`src/rtl/fbpa_pkg.sv`:
```
package fbpa_pkg;

  localparam int ADDR_W         = 32;
  localparam int BLK_W          = 17;
  localparam int STATUS_W       = 2;
  localparam int CFG_IDX_W      = 2;
  localparam int NUM_BLOCKS_DEF = 64;

  localparam logic [CFG_IDX_W-1:0] REG_REGION_BASE  = 2'd0;
  localparam logic [CFG_IDX_W-1:0] REG_REGION_BYTES = 2'd1;
  localparam logic [CFG_IDX_W-1:0] REG_BLOCK_BYTES  = 2'd2;

  localparam logic [STATUS_W-1:0] ST_OK        = 2'd0;
  localparam logic [STATUS_W-1:0] ST_EMPTY     = 2'd1;
  localparam logic [STATUS_W-1:0] ST_NULL_PTR  = 2'd2;
  localparam logic [STATUS_W-1:0] ST_NOT_POOL  = 2'd3;

  localparam logic REQ_ALLOC = 1'b0;
  localparam logic REQ_FREE  = 1'b1;

  typedef struct packed {
    logic load;
    logic advance;
  } step_ctrl_t;

  typedef struct packed {
    logic in_pool;
    logic hit;
  } step_stat_t;

endpackage

```
`src/rtl/fbpa_cfg_regs.sv`:
```
module fbpa_cfg_regs (
  input  logic                                clk,
  input  logic                                rst_n,
  input  logic                                wr_en,
  input  logic [fbpa_pkg::CFG_IDX_W-1:0]      wr_index,
  input  logic [fbpa_pkg::ADDR_W-1:0]         wr_data,
  output logic                                wr_hit,
  output logic [fbpa_pkg::ADDR_W-1:0]         region_base,
  output logic [fbpa_pkg::ADDR_W-1:0]         region_bytes,
  output logic [fbpa_pkg::BLK_W-1:0]          block_bytes
);

  logic [fbpa_pkg::ADDR_W-1:0] base_r;
  logic [fbpa_pkg::ADDR_W-1:0] region_r;
  logic [fbpa_pkg::BLK_W-1:0]  blk_r;

  assign wr_hit = wr_en && (wr_index == fbpa_pkg::REG_REGION_BASE ||
                            wr_index == fbpa_pkg::REG_REGION_BYTES ||
                            wr_index == fbpa_pkg::REG_BLOCK_BYTES);

  always_ff @(posedge clk) begin
    if (!rst_n) begin
      base_r   <= '0;
      region_r <= '0;
      blk_r    <= fbpa_pkg::BLK_W'(1);
    end else if (wr_en) begin
      case (wr_index)
        fbpa_pkg::REG_REGION_BASE:  base_r   <= wr_data;
        fbpa_pkg::REG_REGION_BYTES: region_r <= wr_data;
        fbpa_pkg::REG_BLOCK_BYTES:  blk_r    <= wr_data[fbpa_pkg::BLK_W-1:0];
        default: ;
      endcase
    end
  end

  assign region_base  = base_r;
  assign region_bytes = region_r;
  assign block_bytes  = blk_r;

endmodule

```
`src/rtl/fbpa_step_unit.sv`:
```
module fbpa_step_unit #(
  parameter int NUM_BLOCKS = fbpa_pkg::NUM_BLOCKS_DEF
) (
  input  logic                             clk,
  input  fbpa_pkg::step_ctrl_t             ctrl,
  input  logic [fbpa_pkg::ADDR_W-1:0]      region_base,
  input  logic [fbpa_pkg::ADDR_W-1:0]      region_bytes,
  input  logic [fbpa_pkg::BLK_W-1:0]       block_bytes,
  input  logic [fbpa_pkg::ADDR_W-1:0]      target,
  output fbpa_pkg::step_stat_t             stat,
  output logic [fbpa_pkg::ADDR_W-1:0]      block_addr
);

  localparam int END_W = fbpa_pkg::BLK_W + $clog2(NUM_BLOCKS + 1);
  localparam int ACC_W = fbpa_pkg::ADDR_W + 1;

  // acc_r holds the start of the current block, end_r the offset just past it.
  logic [ACC_W-1:0] acc_r;
  logic [END_W-1:0] end_r;

  always_ff @(posedge clk) begin
    if (ctrl.load) begin
      acc_r <= {1'b0, region_base};
      end_r <= END_W'(block_bytes);
    end else if (ctrl.advance) begin
      acc_r <= acc_r + ACC_W'(block_bytes);
      end_r <= end_r + END_W'(block_bytes);
    end
  end

  assign stat.in_pool = (region_base != '0) && (block_bytes != '0) &&
                        (fbpa_pkg::ADDR_W'(end_r) <= region_bytes) && !acc_r[ACC_W-1];
  assign stat.hit     = (acc_r == {1'b0, target});
  assign block_addr   = acc_r[fbpa_pkg::ADDR_W-1:0];

endmodule

```
`src/rtl/fixed_block_pool_allocator_top.sv`:
```
// Fixed-size block pool allocator.
// Configuration: write region_base (index 0), region_bytes (index 1) and
// block_bytes (index 2) on the cfg_ channel while the block is idle. Every
// transfer to one of these registers marks all blocks free again.
// Requests: an item is taken when start is high and busy is low. An allocate
// returns the lowest free block of the pool; a free returns a block given by
// its exact start address.
// One shared step unit walks the pool one block per cycle, so an item stays
// busy until it reaches the block that decides it (first free block, matching
// block, or end of the pool), never past the last of the NUM_BLOCKS blocks.
// The result appears with out_valid for one cycle right after busy drops, and
// a new item may be taken in that same cycle.
// The receiver cannot stall; every result is a single-cycle transfer.
// After reset the pool is empty (region_base is zero) and all blocks are free.
module fixed_block_pool_allocator_top #(
  parameter int NUM_BLOCKS = fbpa_pkg::NUM_BLOCKS_DEF
) (
  input  logic                               clk,
  input  logic                               rst_n,
  input  logic                               start,
  output logic                               busy,
  input  logic                               in_req_type,
  input  logic [fbpa_pkg::ADDR_W-1:0]        in_block_address,
  output logic                               out_valid,
  output logic [fbpa_pkg::ADDR_W-1:0]        out_granted_address,
  output logic [fbpa_pkg::STATUS_W-1:0]      out_status,
  input  logic                               cfg_valid,
  output logic                               cfg_ready,
  input  logic [fbpa_pkg::CFG_IDX_W-1:0]     cfg_index,
  input  logic [fbpa_pkg::ADDR_W-1:0]        cfg_wdata
);

  localparam int IDX_W = (NUM_BLOCKS > 1) ? $clog2(NUM_BLOCKS) : 1;
  localparam logic S_IDLE = 1'b0;
  localparam logic S_SCAN = 1'b1;

  logic                              state_r, state_nxt;
  logic [IDX_W-1:0]                  idx_r, idx_nxt;
  logic [NUM_BLOCKS-1:0]             free_map_r, free_map_nxt;
  logic                              req_r;
  logic [fbpa_pkg::ADDR_W-1:0]       addr_r;
  logic                              out_valid_r, out_valid_nxt;
  logic [fbpa_pkg::ADDR_W-1:0]       grant_r, grant_nxt;
  logic [fbpa_pkg::STATUS_W-1:0]     status_r, status_nxt;

  logic                              accept;
  logic                              cfg_wr;
  logic                              cfg_hit;
  logic [fbpa_pkg::ADDR_W-1:0]       region_base;
  logic [fbpa_pkg::ADDR_W-1:0]       region_bytes;
  logic [fbpa_pkg::BLK_W-1:0]        block_bytes;
  fbpa_pkg::step_ctrl_t              ctrl;
  fbpa_pkg::step_stat_t              stat;
  logic [fbpa_pkg::ADDR_W-1:0]       block_addr;
  logic                              last;

  assign busy      = (state_r != S_IDLE);
  assign accept    = start && !busy;
  assign cfg_ready = !busy;
  assign cfg_wr    = cfg_valid && cfg_ready;

  fbpa_cfg_regs u_cfg (
    .clk          (clk),
    .rst_n        (rst_n),
    .wr_en        (cfg_wr),
    .wr_index     (cfg_index),
    .wr_data      (cfg_wdata),
    .wr_hit       (cfg_hit),
    .region_base  (region_base),
    .region_bytes (region_bytes),
    .block_bytes  (block_bytes)
  );

  fbpa_step_unit #(
    .NUM_BLOCKS (NUM_BLOCKS)
  ) u_step (
    .clk          (clk),
    .ctrl         (ctrl),
    .region_base  (region_base),
    .region_bytes (region_bytes),
    .block_bytes  (block_bytes),
    .target       (addr_r),
    .stat         (stat),
    .block_addr   (block_addr)
  );

  assign last = (idx_r == IDX_W'(NUM_BLOCKS - 1));

  always_comb begin
    state_nxt     = state_r;
    idx_nxt       = idx_r;
    free_map_nxt  = free_map_r;
    out_valid_nxt = 1'b0;
    grant_nxt     = grant_r;
    status_nxt    = status_r;
    ctrl.load     = accept;
    ctrl.advance  = 1'b0;
    case (state_r)
      S_IDLE: begin
        if (cfg_hit) begin
          free_map_nxt = '1;
        end
        if (accept) begin
          state_nxt = S_SCAN;
          idx_nxt   = '0;
        end
      end
      S_SCAN: begin
        grant_nxt = '0;
        if (req_r == fbpa_pkg::REQ_FREE && addr_r == '0) begin
          status_nxt    = fbpa_pkg::ST_NULL_PTR;
          out_valid_nxt = 1'b1;
        end else if (!stat.in_pool) begin
          status_nxt    = (req_r == fbpa_pkg::REQ_ALLOC) ? fbpa_pkg::ST_EMPTY
                                                         : fbpa_pkg::ST_NOT_POOL;
          out_valid_nxt = 1'b1;
        end else if (req_r == fbpa_pkg::REQ_ALLOC) begin
          if (free_map_r[idx_r]) begin
            free_map_nxt[idx_r] = 1'b0;
            grant_nxt           = block_addr;
            status_nxt          = fbpa_pkg::ST_OK;
            out_valid_nxt       = 1'b1;
          end else if (last) begin
            status_nxt    = fbpa_pkg::ST_EMPTY;
            out_valid_nxt = 1'b1;
          end else begin
            ctrl.advance = 1'b1;
            idx_nxt      = idx_r + 1'b1;
          end
        end else begin
          if (stat.hit) begin
            free_map_nxt[idx_r] = 1'b1;
            status_nxt          = fbpa_pkg::ST_OK;
            out_valid_nxt       = 1'b1;
          end else if (last) begin
            status_nxt    = fbpa_pkg::ST_NOT_POOL;
            out_valid_nxt = 1'b1;
          end else begin
            ctrl.advance = 1'b1;
            idx_nxt      = idx_r + 1'b1;
          end
        end
        if (out_valid_nxt) begin
          state_nxt = S_IDLE;
        end
      end
      default: begin
        state_nxt = S_IDLE;
      end
    endcase
  end

  always_ff @(posedge clk) begin
    if (!rst_n) begin
      state_r     <= S_IDLE;
      free_map_r  <= '1;
      out_valid_r <= 1'b0;
      idx_r       <= '0;
    end else begin
      state_r     <= state_nxt;
      free_map_r  <= free_map_nxt;
      out_valid_r <= out_valid_nxt;
      idx_r       <= idx_nxt;
    end
  end

  always_ff @(posedge clk) begin
    if (accept) begin
      req_r  <= in_req_type;
      addr_r <= in_block_address;
    end
    grant_r  <= grant_nxt;
    status_r <= status_nxt;
  end

  assign out_valid           = out_valid_r;
  assign out_granted_address = grant_r;
  assign out_status          = status_r;

endmodule

```
`config.mk`:
```
export PLATFORM = sky130hd
export DESIGN_NAME = fixed_block_pool_allocator_top
export DESIGN_NICKNAME = d
export VERILOG_FILES = /design/src/rtl/fbpa_pkg.sv /design/src/rtl/fbpa_cfg_regs.sv /design/src/rtl/fbpa_step_unit.sv /design/src/rtl/fixed_block_pool_allocator_top.sv
export SDC_FILE = /design/constraint.sdc
export NUM_CORES = 1
export LEC_CHECK = 0
export ABC_AREA = 1
export BUFFER_PORTS_ARGS = -buffer_cell sky130_fd_sc_hd__buf_4
export CAP_MARGIN = 20
export CORE_ASPECT_RATIO = 0.7
export CORE_UTILIZATION = 40
export DETAILED_ROUTE_END_ITERATION = 8
export PLACE_DENSITY = 0.59
export SYNTH_ARGS = -nofsm -noshare
export SYNTH_HDL_FRONTEND = slang
export SYNTH_SLANG_ARGS = --single-unit
```
`constraint.sdc`:
```
create_clock -name clk -period 4.15 [get_ports clk]
set_input_delay 0.415 -clock clk [delete_from_list [all_inputs] [get_ports clk]]
set_output_delay 0.415 -clock clk [all_outputs]
set_load 0.05 [all_outputs]
```
==> impl_metrics.json <==
{
  "grt_antenna_before_repair": 0,
  "cpMaxStageDelayCell": "inv_2",
  "synth_top_family_by_area": "simple AND/OR/NAND/NOR gates",
  "num_vias": 14300,
  "worstMarginPinSlew_ns": 0.818,
  "p_leak_nw": 7.70,
  "crit_buf_inv": 2,
  "start_util_pct": 40.6,
  "fin_setup_tns_ns": 0,
  "clk_latency_ns": 0.56,
  "die_area_mm2": 0.0398,
  "r2r-end": "u_step.acc_r[13]$_DFFE_PP_",
  "crit_path_end_kind": "flop",
  "cts_max_path_buffers": 3,
  "drtIter0Drc": 1460,
  "layout-drive-gt1-share_pct": 9.23,
  "fmax_ghz": 0.316,
  "dp_hpwl_um": 33900,
  "post_cts_buffers": 0,
  "htree_num_levels": 1,
  "synthAdderAreaFrac_pct": 4.99,
  "overflow": 0,
  "crit_type": "flop to flop",
  "setup_viol": 0,
  "r2r_slack_ns": 0.99,
  "coreArea_mm2": 0.0384,
  "critPathCapture": "u_step.acc_r[13]$_DFFE_PP_",
  "cts_resized": 0,
  "path_clk_slew_ns": 0.06,
  "dp_slack_ns": 0.991,
  "syn_nets": 2197,
  "gp_congestion": 0.977,
  "cts.sinks": 277,
  "vias_per_cell": 5.36,
  "vdd_drop_max_v": 0.000322,
  "drcViolationCount": 0,
  "outcome": "finished clean",
  "die_x_um": 238,
  "slew_headroom_pct": 45.4,
  "p_per_area_mw_per_mm2": 575,
  "cp_cell_sequence": "ha_1 -> a21oi_1 -> o21ai_0 -> nor2_1 -> nand2_1 -> nand2_1 -> nand2_1 -> nand2_1 -> nand3_1 -> nand2_1 -> nand3_2 -> inv_2 -> buf_12",
  "fin_crit_ns": 3.16,
  "synth_cell_types": 46,
  "drv_cap": 0,
  "reg2reg_from": "u_step.end_r[15]$_DFFE_PP_",
  "fin_nets": 2257,
  "grt_pass1_vias": 13100,
  "grt_max_degree": 84,
  "synth_seq_area_share_pct": 43.0,
  "yosys.area.top_type": "edfxtp_1",
  "rsz0062_at_grt": "false",
  "crit_arrival_ns": 3.41,
  "grtUsageTotal_pct": 23.6,
  "rr_worst_depth": 13,
  "ys_warn_count": 0,
  "firstDrtPassIters": 5,
  "synth-seq-cells": 277,
  "io_buffers": 107,
  "cts_root_buf": "clkbuf_16",
  "cpPeakStageDelay_ns": 0.46,
  "final_common_cell": "nand2_1",
  "synthSimpleGateAreaFrac_pct": 25.4,
  "chipHeight_um": 167,
  "period_share_pct": 76.2,
  "timing.final.ws_setup_ns": 0.987,
  "numCtsBuffers": 29,
  "maxSlewViolCount": 0,
  "fin_skew_ns": 0.0133,
  "wl_per_cell_um": 17.7,
  "diodes": 0,
  "synth_cells": 2065,
  "synthMuxAreaShare_pct": 0,
  "netlist_area_mm2": 0.0156,
  "hold_viol": 0,
  "cp-start-kind": "flop",
  "cp-startpoint": "u_step.end_r[15]$_DFFE_PP_",
  "critPathMaxFanout": 32,
  "hold_class": "primary input to flop",
  "crit_top_cell": "nand2_1",
  "rows": 60,
  "ctsHoldBuffers": 0,
  "synth_top_area_share_pct": 22.3,
  "grt_pass1_wl_um": 74400,
  "pin_count": 108,
  "synth.area.top_cells": "edfxtp_1 (22%), dfxtp_1 (21%), nand2_1 (9.8%), nand3_1 (6.9%), o21ai_0 (6.9%)",
  "tritoncts": "built",
  "final_cell_mix": "nand2_1 (405), o21ai_0 (214), nand3_1 (214)",
  "synth_compound_area_share_pct": 15.1,
  "crit_family": "simple AND/OR/NAND/NOR gates",
  "area_growth_pct": 13.8,
  "routed_wirelength_um": 47200,
  "syn_area_per_cell_um2": 7.55,
  "cp.depth": 13,
  "yosys.area_share.xor_xnor_pct": 3.20,
  "drtAntennaViolNets": 0,
  "required_ns": 4.40
}
==> worst register-to-register path, stage by stage (launching register included) <==
cell,delay (ns)
edfxtp_1,0.42
ha_1,0.34
a21oi_1,0.15
o21ai_0,0.16
nor2_1,0.13
nand2_1,0.06
nand2_1,0.05
nand2_1,0.04
nand2_1,0.18
nand3_1,0.20
nand2_1,0.17
nand3_2,0.20
inv_2,0.47
buf_12,0.29
==> per-layer routing <==
layer | GRT usage (%) | part of all wire, %
met1 | 38.4 | 52
met2 | 31.8 | 38
met3 | 4.07 | 8.1
met4 | 4.46 | 1.7
met5 | 0 | 0
==> synthesized netlist by cell type (all sizes together) <==
library cell / instances
o21a: 1
or2: 12
a2111o: 1
and2: 3
nand2: 408
or3: 1
nand4: 26
nor3: 26
a21o: 5
a21oi: 121
buf: 34
o211ai: 1
a31oi: 10
clkbuf: 64
o21ai: 233
xor2: 33
fa: 2
nor4: 11
xnor2: 24
nand3b: 2
clkinv: 3
nor2: 216
o21bai: 8
o311ai: 39
edfxtp: 116
ha: 59
nand3: 216
and3: 1
inv: 217
dfxtp: 161
a21boi: 3
nor3b: 2
o31ai: 1
o22ai: 5
==> report_power, final <==
part	internal (mW)	total, mW	switching (mW)
clock network	1.56	2.67	1.11
logic	1.16	3.55	2.40
registers	3.53	3.99	0.459
total	6.24	10.2	3.97
==> worst min path at each step <==
stage                                           start                          end  slack, ns  cells past startpoint
after floorplan           free_map_r[63]$_SDFFE_PN1P_  free_map_r[63]$_SDFFE_PN1P_       0.43                      2
after global placement    free_map_r[63]$_SDFFE_PN1P_  free_map_r[63]$_SDFFE_PN1P_       0.44                      2
after detailed placement  free_map_r[63]$_SDFFE_PN1P_  free_map_r[63]$_SDFFE_PN1P_       0.44                      2
after CTS                        in_block_address[24]         addr_r[24]$_DFFE_PP_      0.008                      1
after global routing              in_block_address[6]          addr_r[6]$_DFFE_PP_      0.003                      1
final                            in_block_address[10]         addr_r[10]$_DFFE_PP_       0.03                      1
==> cells by family (layout without fill, tap and decap cells) <==
family | Yosys count | in the layout
xor gates and xnor gates | 57 | 57
AOI/OAI and AO/OA | 428 | 428
adders and majority gates | 61 | 61
buffers and inverters | 318 | 399
DFF | 277 | 277
and+or+nand+nor | 924 | 924
==> final cells by class <==
class / count / area (um^2)
sequential: 277 / 6710
clock buffer: 40 / 818
fill: 3888 / 20700
inverter: 220 / 827
timing repair buffer: 127 / 978
clock inverter: 12 / 143
tap: 527 / 659
multi-input combinational: 1470 / 7610
==> state kept, by name, summed over array words and instances (netlist names), 2 cells and up <==
name,count
u_step.end_r,24
idx_r,6
free_map_r,64
u_step.acc_r,33
out_status,2
u_cfg.region_base,32
addr_r,32
u_cfg.block_bytes,17
u_cfg.region_bytes,32
out_granted_address,32
==> through the flow <==
step | instances | area [um^2] | util, % | hold slack (ns) | power, mW
detailed placement | 2621 | 16800 | 43.7 | 0.444 | 7.54
floorplan | 2065 | 15600 | - | 0.429 | 6.52
global placement | 2621 | 16800 | 43.7 | 0.439 | 7.51
global route | 2673 | 17700 | 46.2 | 0.00334 | 10.9
CTS | 2673 | 17700 | 46.2 | 0.00816 | 10.2
finish | 2673 | 17700 | 46.2 | 0.0291 | 10.2
Power figures use the tool's default switching activity.
